### src/hw/rtl/llcb_pkg.sv
// Shared types, defaults and command codes of the least loaded CPU bucket list.
`default_nettype none

package llcb_pkg;

  // Default sizes
  localparam int NumCpusDef   = 16;
  localparam int NumLevelsDef = 16;

  // Action codes of an input item
  localparam logic ActAdjust = 1'b0;
  localparam logic ActQuery  = 1'b1;

  // Datapath operation codes, one per controller step
  localparam int OpW = 4;
  localparam logic [OpW-1:0] DpNop     = 4'd0;
  localparam logic [OpW-1:0] DpCapture = 4'd1;
  localparam logic [OpW-1:0] DpOld     = 4'd2;
  localparam logic [OpW-1:0] DpUnlink  = 4'd3;
  localparam logic [OpW-1:0] DpAppend  = 4'd4;
  localparam logic [OpW-1:0] DpLink    = 4'd5;
  localparam logic [OpW-1:0] DpClose   = 4'd6;
  localparam logic [OpW-1:0] DpQscan   = 4'd7;
  localparam logic [OpW-1:0] DpQhit    = 4'd8;

  // Input item
  typedef struct packed {
    logic       action;
    logic [3:0] cpu_index;
    logic [7:0] new_load;
  } in_item_t;

  // Result item
  typedef struct packed {
    logic [3:0] chosen_cpu;
    logic       found;
    logic       moved;
  } out_item_t;

  // Controller to datapath
  typedef struct packed {
    logic [OpW-1:0] op;
    logic           load_out;
  } cmd_t;

  // Datapath to controller
  typedef struct packed {
    logic is_query;
    logic in_range;
    logic same_level;
    logic bk_empty;
    logic last_level;
  } sts_t;

endpackage

`default_nettype wire

### src/hw/rtl/llcb_datapath.sv
// Datapath: link, level and bucket memories with the working registers.
`default_nettype none

module llcb_datapath #(
  parameter int NUM_CPUS   = llcb_pkg::NumCpusDef,
  parameter int NUM_LEVELS = llcb_pkg::NumLevelsDef
) (
  input  wire                 clk_i,
  input  wire                 rst_ni,
  input  llcb_pkg::in_item_t  in_item_i,
  input  llcb_pkg::cmd_t      cmd_i,
  output llcb_pkg::sts_t      sts_o,
  output llcb_pkg::out_item_t out_item_o
);

  localparam int CW  = $clog2(NUM_CPUS);
  localparam int LW  = $clog2(NUM_LEVELS);
  localparam int KW  = $clog2(NUM_CPUS + 1);
  localparam int CXW = (CW > 4) ? CW : 4;
  localparam int BW  = CW + KW;

  // Decode the incoming item
  logic [CXW:0]   cpu_ext;
  logic           in_range;
  logic [CW-1:0]  c_in;
  logic [8:0]     load_ext;
  logic [LW-1:0]  nl_in;

  assign cpu_ext  = (CXW+1)'(in_item_i.cpu_index);
  assign in_range = cpu_ext < (CXW+1)'(NUM_CPUS);
  assign c_in     = cpu_ext[CW-1:0];
  assign load_ext = {1'b0, in_item_i.new_load};
  assign nl_in    = (load_ext >= 9'(NUM_LEVELS)) ? LW'(NUM_LEVELS - 1) : LW'(load_ext);

  // Working registers
  logic [CW-1:0] c_q, cur_nx_q, pv_q, t_q, head_q;
  logic [LW-1:0] nl_q, cur_q, lvl_q;
  logic [3:0]    res_chosen_q;
  logic          res_found_q, res_moved_q;
  llcb_pkg::out_item_t out_q;

  // Memory ports
  logic          nx_we, pv_we, lv_we, bk_we;
  logic [CW-1:0] nx_waddr, pv_waddr, lv_waddr, nx_raddr, pv_raddr, lv_raddr;
  logic [CW-1:0] nx_wdata, pv_wdata;
  logic [LW-1:0] lv_wdata;
  logic [LW-1:0] bk_waddr, bk_raddr;
  logic [BW-1:0] bk_wdata;

  logic [CW-1:0] nx_mem [NUM_CPUS];
  logic [CW-1:0] pv_mem [NUM_CPUS];
  logic [LW-1:0] lv_mem [NUM_CPUS];
  logic [BW-1:0] bk_mem [NUM_LEVELS];

  logic [NUM_CPUS-1:0]   nx_vld_q, pv_vld_q, lv_vld_q;
  logic [NUM_LEVELS-1:0] bk_vld_q;

  logic [CW-1:0] nx_mem_rd_q, pv_mem_rd_q, nx_rst_rd_q, pv_rst_rd_q;
  logic [LW-1:0] lv_mem_rd_q;
  logic [BW-1:0] bk_mem_rd_q, bk_rst_rd_q;
  logic          nx_vld_rd_q, pv_vld_rd_q, lv_vld_rd_q, bk_vld_rd_q;

  logic [CW-1:0] nx_rd, pv_rd;
  logic [LW-1:0] lv_rd;
  logic [BW-1:0] bk_rd;
  logic [CW-1:0] bk_tail;
  logic [KW-1:0] bk_cnt;
  logic          same_level;

  // Reset contents of entries never written
  logic [CW-1:0] nx_rst_val, pv_rst_val;
  logic [BW-1:0] bk_rst_val;

  assign nx_rst_val = (nx_raddr == CW'(NUM_CPUS - 1)) ? '0 : nx_raddr + 1'b1;
  assign pv_rst_val = (pv_raddr == '0) ? CW'(NUM_CPUS - 1) : pv_raddr - 1'b1;
  assign bk_rst_val = (bk_raddr == '0) ? {CW'(0), KW'(NUM_CPUS)} : '0;

  // Read data, falling back to reset contents
  assign nx_rd   = nx_vld_rd_q ? nx_mem_rd_q : nx_rst_rd_q;
  assign pv_rd   = pv_vld_rd_q ? pv_mem_rd_q : pv_rst_rd_q;
  assign lv_rd   = lv_vld_rd_q ? lv_mem_rd_q : '0;
  assign bk_rd   = bk_vld_rd_q ? bk_mem_rd_q : bk_rst_rd_q;
  assign bk_tail = bk_rd[BW-1:KW];
  assign bk_cnt  = bk_rd[KW-1:0];

  assign same_level = (lv_rd == nl_q);

  // Steer memory ports for the current step
  always_comb begin
    nx_we    = 1'b0;
    pv_we    = 1'b0;
    lv_we    = 1'b0;
    bk_we    = 1'b0;
    nx_waddr = c_q;
    nx_wdata = c_q;
    pv_waddr = c_q;
    pv_wdata = c_q;
    lv_waddr = c_q;
    lv_wdata = nl_q;
    bk_waddr = nl_q;
    bk_wdata = '0;
    nx_raddr = c_in;
    pv_raddr = c_in;
    lv_raddr = c_in;
    bk_raddr = '0;
    case (cmd_i.op)
      llcb_pkg::DpCapture: begin
        nx_raddr = c_in;
        bk_raddr = '0;
      end
      llcb_pkg::DpOld: begin
        lv_we    = !same_level;
        bk_raddr = lv_rd;
      end
      llcb_pkg::DpUnlink: begin
        bk_we    = 1'b1;
        bk_waddr = cur_q;
        bk_raddr = nl_q;
        if (bk_cnt <= KW'(1)) begin
          bk_wdata = '0;
        end else begin
          nx_we    = 1'b1;
          nx_waddr = pv_q;
          nx_wdata = cur_nx_q;
          pv_we    = 1'b1;
          pv_waddr = cur_nx_q;
          pv_wdata = pv_q;
          bk_wdata = {(bk_tail == c_q) ? cur_nx_q : bk_tail, KW'(bk_cnt - 1'b1)};
        end
      end
      llcb_pkg::DpAppend: begin
        bk_we    = 1'b1;
        bk_waddr = nl_q;
        pv_we    = 1'b1;
        pv_waddr = c_q;
        nx_raddr = bk_tail;
        if (bk_cnt == '0) begin
          bk_wdata = {c_q, KW'(1)};
          nx_we    = 1'b1;
          nx_waddr = c_q;
          nx_wdata = c_q;
          pv_wdata = c_q;
        end else begin
          bk_wdata = {c_q, KW'(bk_cnt + 1'b1)};
          pv_wdata = bk_tail;
        end
      end
      llcb_pkg::DpLink: begin
        nx_we    = 1'b1;
        nx_waddr = t_q;
        nx_wdata = c_q;
        pv_we    = 1'b1;
        pv_waddr = nx_rd;
        pv_wdata = c_q;
      end
      llcb_pkg::DpClose: begin
        nx_we    = 1'b1;
        nx_waddr = c_q;
        nx_wdata = head_q;
      end
      llcb_pkg::DpQscan: begin
        bk_raddr = lvl_q + 1'b1;
        nx_raddr = bk_tail;
      end
      default: begin
        bk_raddr = '0;
      end
    endcase
  end

  // Write the memories
  always_ff @(posedge clk_i) begin
    if (nx_we) nx_mem[nx_waddr] <= nx_wdata;
    if (pv_we) pv_mem[pv_waddr] <= pv_wdata;
    if (lv_we) lv_mem[lv_waddr] <= lv_wdata;
    if (bk_we) bk_mem[bk_waddr] <= bk_wdata;
  end

  // Read the memories, registered
  always_ff @(posedge clk_i) begin
    nx_mem_rd_q <= nx_mem[nx_raddr];
    pv_mem_rd_q <= pv_mem[pv_raddr];
    lv_mem_rd_q <= lv_mem[lv_raddr];
    bk_mem_rd_q <= bk_mem[bk_raddr];
    nx_rst_rd_q <= nx_rst_val;
    pv_rst_rd_q <= pv_rst_val;
    bk_rst_rd_q <= bk_rst_val;
  end

  // Track written entries
  always_ff @(posedge clk_i or negedge rst_ni) begin
    if (!rst_ni) begin
      nx_vld_q    <= '0;
      pv_vld_q    <= '0;
      lv_vld_q    <= '0;
      bk_vld_q    <= '0;
      nx_vld_rd_q <= 1'b0;
      pv_vld_rd_q <= 1'b0;
      lv_vld_rd_q <= 1'b0;
      bk_vld_rd_q <= 1'b0;
    end else begin
      if (nx_we) nx_vld_q[nx_waddr] <= 1'b1;
      if (pv_we) pv_vld_q[pv_waddr] <= 1'b1;
      if (lv_we) lv_vld_q[lv_waddr] <= 1'b1;
      if (bk_we) bk_vld_q[bk_waddr] <= 1'b1;
      nx_vld_rd_q <= nx_vld_q[nx_raddr];
      pv_vld_rd_q <= pv_vld_q[pv_raddr];
      lv_vld_rd_q <= lv_vld_q[lv_raddr];
      bk_vld_rd_q <= bk_vld_q[bk_raddr];
    end
  end

  // Advance the working registers
  always_ff @(posedge clk_i) begin
    case (cmd_i.op)
      llcb_pkg::DpCapture: begin
        c_q          <= c_in;
        nl_q         <= nl_in;
        lvl_q        <= '0;
        res_chosen_q <= '0;
        res_found_q  <= 1'b0;
        res_moved_q  <= 1'b0;
      end
      llcb_pkg::DpOld: begin
        cur_q    <= lv_rd;
        cur_nx_q <= nx_rd;
        pv_q     <= pv_rd;
        if (!same_level) res_moved_q <= 1'b1;
      end
      llcb_pkg::DpAppend: begin
        t_q <= bk_tail;
      end
      llcb_pkg::DpLink: begin
        head_q <= nx_rd;
      end
      llcb_pkg::DpQscan: begin
        lvl_q <= lvl_q + 1'b1;
      end
      llcb_pkg::DpQhit: begin
        res_chosen_q <= 4'(CXW'(nx_rd));
        res_found_q  <= 1'b1;
      end
      default: begin
        lvl_q <= lvl_q;
      end
    endcase
    if (cmd_i.load_out) begin
      out_q.chosen_cpu <= res_chosen_q;
      out_q.found      <= res_found_q;
      out_q.moved      <= res_moved_q;
    end
  end

  // Report status
  assign sts_o.is_query   = (in_item_i.action == llcb_pkg::ActQuery);
  assign sts_o.in_range   = in_range;
  assign sts_o.same_level = same_level;
  assign sts_o.bk_empty   = (bk_cnt == '0);
  assign sts_o.last_level = (lvl_q == LW'(NUM_LEVELS - 1));

  assign out_item_o = out_q;

endmodule

`default_nettype wire

### src/hw/rtl/llcb_ctrl.sv
// Controller: sequences adjust and query steps and owns both handshakes.
`default_nettype none

module llcb_ctrl (
  input  wire             clk_i,
  input  wire             rst_ni,
  input  wire             in_valid_i,
  output logic            in_ready_o,
  output logic            out_valid_o,
  input  wire             out_ready_i,
  input  llcb_pkg::sts_t  sts_i,
  output llcb_pkg::cmd_t  cmd_o
);

  localparam logic [3:0] SIdle   = 4'd0;
  localparam logic [3:0] SOld    = 4'd1;
  localparam logic [3:0] SUnlink = 4'd2;
  localparam logic [3:0] SAppend = 4'd3;
  localparam logic [3:0] SLink   = 4'd4;
  localparam logic [3:0] SClose  = 4'd5;
  localparam logic [3:0] SQscan  = 4'd6;
  localparam logic [3:0] SQhit   = 4'd7;
  localparam logic [3:0] SDone   = 4'd8;

  logic [3:0] state_q, state_d;
  logic       out_valid_q, out_valid_d;

  // Pick the next step and its command
  always_comb begin
    state_d      = state_q;
    cmd_o.op     = llcb_pkg::DpNop;
    cmd_o.load_out = 1'b0;
    in_ready_o   = 1'b0;
    case (state_q)
      SIdle: begin
        in_ready_o = 1'b1;
        if (in_valid_i) begin
          cmd_o.op = llcb_pkg::DpCapture;
          if (sts_i.is_query)      state_d = SQscan;
          else if (sts_i.in_range) state_d = SOld;
          else                     state_d = SDone;
        end
      end
      SOld: begin
        cmd_o.op = llcb_pkg::DpOld;
        state_d  = sts_i.same_level ? SDone : SUnlink;
      end
      SUnlink: begin
        cmd_o.op = llcb_pkg::DpUnlink;
        state_d  = SAppend;
      end
      SAppend: begin
        cmd_o.op = llcb_pkg::DpAppend;
        state_d  = sts_i.bk_empty ? SDone : SLink;
      end
      SLink: begin
        cmd_o.op = llcb_pkg::DpLink;
        state_d  = SClose;
      end
      SClose: begin
        cmd_o.op = llcb_pkg::DpClose;
        state_d  = SDone;
      end
      SQscan: begin
        cmd_o.op = llcb_pkg::DpQscan;
        if (!sts_i.bk_empty)      state_d = SQhit;
        else if (sts_i.last_level) state_d = SDone;
      end
      SQhit: begin
        cmd_o.op = llcb_pkg::DpQhit;
        state_d  = SDone;
      end
      SDone: begin
        if (!out_valid_q || out_ready_i) begin
          cmd_o.load_out = 1'b1;
          state_d        = SIdle;
        end
      end
      default: begin
        state_d = SIdle;
      end
    endcase
  end

  // Hold the result item until taken
  always_comb begin
    out_valid_d = out_valid_q;
    if (out_valid_q && out_ready_i) out_valid_d = 1'b0;
    if (cmd_o.load_out)             out_valid_d = 1'b1;
  end

  always_ff @(posedge clk_i or negedge rst_ni) begin
    if (!rst_ni) begin
      state_q     <= SIdle;
      out_valid_q <= 1'b0;
    end else begin
      state_q     <= state_d;
      out_valid_q <= out_valid_d;
    end
  end

  assign out_valid_o = out_valid_q;

endmodule

`default_nettype wire

### src/hw/rtl/least_loaded_cpu_bucket_list.sv
// Top level of the least loaded CPU bucket list: controller plus datapath.
//
//   channel | direction | handshake             | payload
//   in      | input     | in_valid_i/in_ready_o | in_item_i  (action, cpu_index, new_load)
//   out     | output    | out_valid_o/out_ready_i | out_item_o (chosen_cpu, found, moved)
//
// One item at a time; every memory has one write and one registered read port.
// Adjust: capture, then Old; on the same level it ends, else Unlink and Append,
// then Link and Close unless the bucket was empty; a CPU out of range ends at once.
// Query: the bucket scan checks one level per cycle up to the lowest occupied one.
// Reset is immediate: valid bits make unwritten entries read as their reset value.
// A result waiting at the output stalls the next finished item in its last step.
`default_nettype none

module least_loaded_cpu_bucket_list #(
  parameter int NUM_CPUS   = llcb_pkg::NumCpusDef,
  parameter int NUM_LEVELS = llcb_pkg::NumLevelsDef
) (
  input  wire                 clk_i,
  input  wire                 rst_ni,
  input  wire                 in_valid_i,
  output logic                in_ready_o,
  input  llcb_pkg::in_item_t  in_item_i,
  output logic                out_valid_o,
  input  wire                 out_ready_i,
  output llcb_pkg::out_item_t out_item_o
);

  llcb_pkg::cmd_t cmd;
  llcb_pkg::sts_t sts;

  llcb_ctrl u_ctrl (
    .clk_i       (clk_i),
    .rst_ni      (rst_ni),
    .in_valid_i  (in_valid_i),
    .in_ready_o  (in_ready_o),
    .out_valid_o (out_valid_o),
    .out_ready_i (out_ready_i),
    .sts_i       (sts),
    .cmd_o       (cmd)
  );

  llcb_datapath #(
    .NUM_CPUS   (NUM_CPUS),
    .NUM_LEVELS (NUM_LEVELS)
  ) u_datapath (
    .clk_i      (clk_i),
    .rst_ni     (rst_ni),
    .in_item_i  (in_item_i),
    .cmd_i      (cmd),
    .sts_o      (sts),
    .out_item_o (out_item_o)
  );

`ifndef NO_ASSERTIONS
  // A result is only loaded into a free or draining output slot
  a_load_free: assert property (@(posedge clk_i) disable iff (!rst_ni)
    cmd.load_out |-> (!out_valid_o || out_ready_i))
    else $error("result loaded over a waiting item");

  // Loading a result raises the output valid
  a_load_valid: assert property (@(posedge clk_i) disable iff (!rst_ni)
    cmd.load_out |=> out_valid_o)
    else $error("loaded result not presented");

  // Accepting an item makes the block busy
  a_busy: assert property (@(posedge clk_i) disable iff (!rst_ni)
    (in_valid_i && in_ready_o) |=> !in_ready_o)
    else $error("item accepted while another is at work");

  // Ring splice only follows a tail append
  a_link_order: assert property (@(posedge clk_i) disable iff (!rst_ni)
    (cmd.op == llcb_pkg::DpLink) |-> ($past(cmd.op) == llcb_pkg::DpAppend))
    else $error("link step out of sequence");
`endif

endmodule

`default_nettype wire
### config.mk
export PLATFORM = sky130hd
export DESIGN_NAME = least_loaded_cpu_bucket_list
export DESIGN_NICKNAME = d
export VERILOG_FILES = /design/src/hw/rtl/llcb_pkg.sv /design/src/hw/rtl/llcb_datapath.sv /design/src/hw/rtl/llcb_ctrl.sv /design/src/hw/rtl/least_loaded_cpu_bucket_list.sv
export SDC_FILE = /design/constraint.sdc
export NUM_CORES = 1
export LEC_CHECK = 0
export ABC_CLOCK_PERIOD_IN_PS = 8600
export BUFFER_PORTS_ARGS = -buffer_cell sky130_fd_sc_hd__buf_2
export CORE_MARGIN = 10
export CORE_UTILIZATION = 50
export CTS_CLUSTER_DIAMETER = 80
export DETAILED_ROUTE_END_ITERATION = 16
export GPL_TIMING_DRIVEN = 0
export PLACE_DENSITY = 0.66
export SLEW_MARGIN = 20
export SYNTH_ARGS = -nofsm -noshare
export SYNTH_HDL_FRONTEND = slang
export SYNTH_SLANG_ARGS = --single-unit
### constraint.sdc
create_clock -name clk_i -period 8.6 [get_ports clk_i]
set_clock_uncertainty 0.1 [all_clocks]
set_input_delay 2.58 -clock clk_i [delete_from_list [all_inputs] [get_ports clk_i]]
set_output_delay 2.58 -clock clk_i [all_outputs]
set_load 0.05 [all_outputs]
==> results_dict.tcl, run 1 <==
set metrics [dict create \
    drt.antenna.violating_nets 0 \
    yosys_warnings 0 \
    maxCapViolCount 0 \
    grt_max_degree 50 \
    setup_violations 0 \
    yosysTopAreaCell "edfxtp_1" \
    clockBufferDepth 3 \
    insertion_delay_ps 590 \
    wl_mm 48.9 \
    synthesis.nets 1405 \
    diodes 0 \
    post_cts_resize_count 0 \
    synth-edff-count 380 \
    place.gp.congestion 0.900 \
    hold_path_class "reg2reg" \
    postCtsSetupBuffers 0 \
    clockRootBuffer "clkbuf_16" \
    cts_tree "yes" \
    fin_setup_tns_ps 0 \
    drive_gt1_frac 0.202 \
    timing.final.crit_share 0.637 \
    synthAdderAreaFrac 0.00487 \
    synth_top_area_frac 0.555 \
    drtPass1Iterations 6 \
    muxShareOfSynthArea 0.0952 \
    cts_buffers 49 \
    hold_viol 0 \
    via_count 12300 \
    cts_num_sinks 483 \
    layoutNonFillerInstCount 2038 \
    first_iter_violations 1365 \
    maxSlewViolCount 0 \
    numPortBuffers 24 \
    grt_pass1_vias 12400 \
    p_leak_nw 8.14 \
    coreArea_mm2 0.0407 \
    rsz0062_at_grt "no" \
    place_hpwl_mm 33.3 \
    start_util 0.505 \
    hold_depth 0 \
    critPathMaxFanout 10 \
    clk_pin_slew_ps 60 \
    die_h_um 223 \
    post_drt_wl_per_cell_um 24.0 \
    run_status "complete, no violations" \
    critPathLaunchType "flip-flop" \
    synth-simple-area-share 0.0968 \
    reg2reg_slack_ps 4250 \
    num_rows 74 \
    tightest_slew_ps 1120 \
    pin_count 25 \
    ys_seq_area_frac 0.673 \
    netlist_area_mm2 0.0206 \
    synth-main-ff-cell "edfxtp_1" \
    powerDensity_mw_per_mm2 349 \
    synth_top_family_by_area "compound AO/OA/AOI/OAI gates" \
    cp.arrival_ps 2800 \
    fin_nets 1490 \
    die_w_um 223 \
    globalRouteOverflowTotal 0 \
    drc 0 \
    holdBufCountCts 0 \
    syn_area_per_cell_um2 14.9 \
    grtUsageTotal 0.194 \
    path_class "reg2out" \
    synth_xor_area_frac 0.00809 \
    dp.cells 1945 \
    min_period_ps 5480 \
    postSynthCellCount 1380 \
    vdd_ir_drop_max_v 0.000212 \
    cp.required_ps 5920 \
    ys_types 88 \
    fmaxAchievable_mhz 183 \
    antenna_found_initial 0 \
    ys_ff_latch 483 \
    mostFrequentLayoutCells "edfxtp_1 (380), nand2_1 (101), nor2_1 (77)" \
    vias_per_cell 6.03 \
    final_common_cell "edfxtp_1" \
    end_kind "primary output" \
    grt_first_pass_wirelength_mm 74.4 \
    slew_headroom 0.247 \
    synth_compound_area_frac 0.0976 \
    synth_area_leaders "edfxtp_1 (55%), dfrtp_1 (8.9%), mux4_2 (5.5%), mux2i_1 (3.0%), dfxtp_1 (2.9%)" \
    die-area_mm2 0.0497 \
    h-tree-depth 2 \
    hold_ws_ps 320 \
    reg2reg_depth 11 \
    synthArstFlopShare 0.151 \
    syn2layout_area_growth_pct 12.7 \
]
worst paths after layout:
kind	startpoint	to
worst max-delay path	u_ctrl.state_q[1]$_DFFE_PN0P_	in_ready_o
worst min-delay path	u_datapath.res_chosen_q[3]$_SDFFCE_PN0P_	u_datapath.out_item_o[5]$_DFFE_PP_
worst max register to register	u_datapath.bk_vld_rd_q$_DFF_PN0_	u_datapath.nx_mem[6][3]$_DFFE_PP_
worst min register to register	u_datapath.res_chosen_q[3]$_SDFFCE_PN0P_	u_datapath.out_item_o[5]$_DFFE_PP_
max in group asynchronous	rst_ni	u_datapath.pv_vld_q[0]$_DFFE_PN0P_
min in group asynchronous	rst_ni	u_datapath.bk_vld_q[5]$_DFFE_PN0P_
kinds of logic after synthesis:
logic type                 count (synthesis)
AOI/OAI and AO/OA                        258
xor gates and xnor gates                  16
adders and majority gates                  8
buffers and inverters                    105
DFF                                      483
muxes                                    130
and+or+nand+nor                          380
critical path, stage by stage (launching register included):
cell and delay [ps]:
dfrtp_1 430, buf_2 220, clkbuf_1 260, nor4_1 890, buf_2 420
synth_stat cells, types with 9 or more instances:
master and n:
a211oi_1 30, nor4_1 14, dfrtp_1 73, a31oi_1 31, nand2_1 101, o21bai_1 33
inv_1 18, and2_0 27, nand3_1 28, and3_1 20, or2_2 30, o32ai_1 11
mux4_2 50, clkbuf_1 35, xnor2_1 9, mux2_2 17, nor3_1 10, and2_1 20
a221o_1 18, edfxtp_1 380, a221oi_1 9, nand2b_1 14, o21ai_0 28, buf_2 32
dfxtp_1 30, nor2_1 77, mux2i_1 61
area by class of cell:
class	instances	area, µm²
clock inverter	25	223
inverter	25	96.3
tap	532	666
multi-input combinational	792	6330
timing repair buffer	34	248
clock buffer	67	1370
fill	3177	17600
sequential	483	13800
buffer	80	415
report_power, final:
| group | total [mW] | switching [mW] | internal [mW] |
|---|---|---|---|
| clock | 2.09 | 0.864 | 1.23 |
| combinational | 2.65 | 1.73 | 0.925 |
| sequential | 3.34 | 0.193 | 3.14 |
| total | 8.08 | 2.78 | 5.30 |
state kept, by name (all words and copies together) (netlist names), 6 cells and up:
| register | cells |
|---|---|
| u_datapath.nx_vld_q | 16 |
| u_datapath.lv_vld_q | 16 |
| u_datapath.pv_mem | 64 |
| u_datapath.bk_mem_rd_q | 9 |
| u_datapath.out_item_o | 6 |
| u_datapath.pv_vld_q | 16 |
| u_datapath.nx_mem | 64 |
| u_datapath.bk_vld_q | 16 |
| u_datapath.lv_mem | 64 |
| u_datapath.bk_mem | 144 |
layer usage:
metal	GRT usage	vias to the layer above	routed length [µm]
met1	0.263	6284	21300
met2	0.316	384	23700
li1	-	5542	-
met5	0	-	0
met4	0.0582	0	1090
met3	0.0306	78	2770
per-stage QoR:
stage / setup WS [ps] / power, mW / utilization / cell area [µm²]
after floorplan: 3380 / 5.07 / - / 20600
after global placement: 3070 / 5.87 / 0.524 / 21400
after detailed placement: 3330 / 5.98 / 0.529 / 21500
after CTS: 3140 / 8.08 / 0.568 / 23100
after global routing: 2930 / 8.44 / 0.569 / 23200
final: 3120 / 8.08 / 0.569 / 23200
Note: power is estimated with default switching activity, not from simulation.
==> inputs of run 2 (changes only) <==
--- a/config.mk
+++ b/config.mk
@@ -5,14 +5,15 @@
 export SDC_FILE = /design/constraint.sdc
 export NUM_CORES = 1
 export LEC_CHECK = 0
-export ABC_CLOCK_PERIOD_IN_PS = 8600
+export ABC_AREA = 1
+export ABC_CLOCK_PERIOD_IN_PS = 4700
 export BUFFER_PORTS_ARGS = -buffer_cell sky130_fd_sc_hd__buf_2
 export CORE_MARGIN = 10
 export CORE_UTILIZATION = 50
 export CTS_CLUSTER_DIAMETER = 80
 export DETAILED_ROUTE_END_ITERATION = 16
 export GPL_TIMING_DRIVEN = 0
-export PLACE_DENSITY = 0.66
+export PLACE_DENSITY = 0.68
 export SLEW_MARGIN = 20
 export SYNTH_ARGS = -nofsm -noshare
 export SYNTH_HDL_FRONTEND = slang
==> constraint.sdc (replaced) <==
create_clock -name clk_i -period 4.7 [get_ports clk_i]
set_clock_uncertainty 0.1 [all_clocks]
set_input_delay 1.41 -clock clk_i [delete_from_list [all_inputs] [get_ports clk_i]]
set_output_delay 1.41 -clock clk_i [all_outputs]
set_load 0.05 [all_outputs]
==> run 2 against run 1 <==
Net effect: core utilization rose by 0.20 points; critical endpoint unchanged; largest power group unchanged; hold slack barely moved; synthesized cell count rose by 52%; clock-buffer cell count rose by 10; critical path depth did not move.
==> results_dict.tcl, run 2 <==
set metrics [dict create \
    insertion_delay_ps 610 \
    via_count 15600 \
    crit_chain "nor2_2 > inv_2 > nor2_1 > buf_2" \
    maxSlewViolCount 0 \
    diodes 0 \
    grt_max_degree 44 \
    critPathMaxFanout 7 \
    clockRootBuffer "clkbuf_16" \
    p_int_mw 9.58 \
    coreArea_mm2 0.0419 \
    wl_mm 54.3 \
    largest_reg_flops 144 \
    synth-edff-count 380 \
    dp_slack_ps 1090 \
    cts_buffers 51 \
    yosysMostFrequentCell "nand2_1" \
    pin_count 25 \
    clk_pin_slew_ps 60 \
    multi_input_area_mm2 0.00587 \
    syn_area_per_cell_um2 10.1 \
    place.gp.congestion 0.928 \
    slowest_delay_ps 430 \
    hold_path_class "reg2reg" \
    synthesis.nets 2126 \
    regArea_mm2 0.0138 \
    drive_gt1_frac 0.0918 \
    die_w_um 226 \
    die_h_um 226 \
    path_buf_inv 2 \
    end_kind "primary output" \
    fin_setup_tns_ps 0 \
    top_register "u_datapath.bk_mem" \
    timing.final.crit_share 0.761 \
    critPathLaunchType "flip-flop" \
    synth_top_area_frac 0.538 \
    critPathSlowestCell "dfrtp_1" \
    fin_nets 2216 \
    postCtsSetupBuffers 0 \
    p_switching_mw 5.72 \
    synth_common_cells "nand2_1 (425), edfxtp_1 (380), inv_1 (300), nand3_1 (213), nor2_1 (199)" \
    ys_seq_area_frac 0.653 \
    first_iter_violations 1666 \
    rsz0062_at_grt "no" \
    swShare 0.374 \
    fmaxAchievable_mhz 280 \
    drtPass1Iterations 5 \
    postSynthCellCount 2101 \
    ys_ff_latch 483 \
    min_period_ps 3570 \
    p_clk_frac 0.266 \
    synth_area_leaders "edfxtp_1 (54%), dfrtp_1 (8.6%), nand2_1 (7.5%), inv_1 (5.3%), nand3_1 (5.0%)" \
    dp.cells 2677 \
    dpl_cell_area_mm2 0.0222 \
    cts_tree "yes" \
    finalPower_mw 15.3 \
    numPortBuffers 24 \
    cp.arrival_ps 2060 \
    final.fill_count 3524 \
    vdd_ir_drop_max_v 0.000319 \
    post_drt_wl_per_cell_um 19.6 \
    drt.antenna.violating_nets 0 \
    num_rows 75 \
    grt_pass1_vias 15200 \
    drc 0 \
    maxCapViolCount 0 \
    place_hpwl_mm 37.4 \
    post_cts_resize_count 0 \
    yosys_warnings 0 \
    netlist_area_mm2 0.0212 \
    yosysTopAreaCell "edfxtp_1" \
    grtUsageTotal 0.216 \
    holdBufCountCts 0 \
    synth-main-ff-cell "edfxtp_1" \
    mostFrequentLayoutCells "nand2_1 (425), edfxtp_1 (380), inv_1 (300)" \
    hold_viol 0 \
    globalRouteOverflowTotal 0 \
    ys_types 37 \
    start_util 0.505 \
    layoutNonFillerInstCount 2773 \
    p_seq_frac 0.397 \
    final_common_cell "nand2_1" \
    syn2layout_area_growth_pct 13.0 \
    tightest_slew_ps 998 \
    h-tree-depth 2 \
    p_leak_nw 10.0 \
    cp.required_ps 3190 \
    grt_first_pass_wirelength_mm 85.4 \
    fin_area_mm2 0.0240 \
    vias_per_cell 5.63 \
    run_status "complete, no violations" \
    slew_headroom 0.333 \
    cts_num_sinks 483 \
    powerDensity_mw_per_mm2 639 \
    setup_violations 0 \
    path_class "reg2out" \
    reg2reg_slack_ps 1290 \
    synthArstFlopShare 0.151 \
    crit_family "simple AND/OR/NAND/NOR gates" \
    power_frac_comb 0.337 \
    antenna_found_initial 0 \
    clockBufferDepth 3 \
    die-area_mm2 0.0510 \
    fin_ws_ps 1130 \
]
[run 2: power by group through the flow]
stage	sequential [mW]	combinational (mW)	clock (mW)
2_1_floorplan	6.10	3.25	0
3_3_place_gp	6.16	4.77	0
3_5_place_dp	6.15	5.05	0
4_1_cts	6.07	5.09	4.13
5_1_grt	6.14	5.71	4.31
6_report	6.08	5.16	4.07
[run 2: cell families (layout without fill, tap and decap cells)]
kind of cell | after synthesis | in the layout | share of synthesized area
and+or+nand+nor | 959 | 959 | 0.198
AOI/OAI and AO/OA | 230 | 230 | 0.0620
muxes | 4 | 4 | 0.00212
adders and majority gates | 8 | 8 | 0.00472
xor gates and xnor gates | 15 | 15 | 0.00620
buffers and inverters | 402 | 535 | 0.0738
DFF | 483 | 483 | 0.653
[run 2: through the flow]
step | util | hold slack, ps
2_1_floorplan | - | 300
3_3_place_gp | 0.524 | 309
3_5_place_dp | 0.530 | 310
4_1_cts | 0.571 | 323
5_1_grt | 0.571 | 325
6_report | 0.571 | 320
[run 2: final cells by class]
type	instances	share of cell area
Timing Repair Buffer	37	0.0122
Clock buffer	77	0.0633
Sequential cell	483	0.578
Clock inverter	19	0.00836
Inverter	312	0.0489
Multi-Input combinational cell	1216	0.245
Buffer	90	0.0164
Tap cell	539	0.0282
[run 2: metal layers]
layer	GRT usage	up-vias	wire (µm)
met3	0.0381	118	4340
li1	-	7264	-
met2	0.338	683	24900
met5	0	-	0
met1	0.300	7549	23700
met4	0.0721	0	1470
[run 2: path summary, 6_finish.rpt]
path,from,end,cells past startpoint
worst max-delay path,u_ctrl.state_q[3]$_DFFE_PN0P_,in_ready_o,4
worst min-delay path,u_datapath.res_found_q$_DFFE_PP_,u_datapath.out_item_o[1]$_DFFE_PP_,0
worst max register to register,u_ctrl.state_q[3]$_DFFE_PN0P_,u_datapath.bk_mem[13][4]$_DFFE_PP_,8
worst min register to register,u_datapath.res_found_q$_DFFE_PP_,u_datapath.out_item_o[1]$_DFFE_PP_,0
max in group asynchronous,rst_ni,u_datapath.lv_vld_q[1]$_DFFE_PN0P_,2
min in group asynchronous,rst_ni,u_datapath.nx_vld_q[8]$_DFFE_PN0P_,1
[run 2: worst register-to-register path, stage by stage (launching register included)]
cell	delay [ps]
dfrtp_1	430
nor2_2	310
nand2_1	280
buf_2	290
inv_2	170
nor2_1	110
inv_2	90
nand3_1	420
nor2_1	810
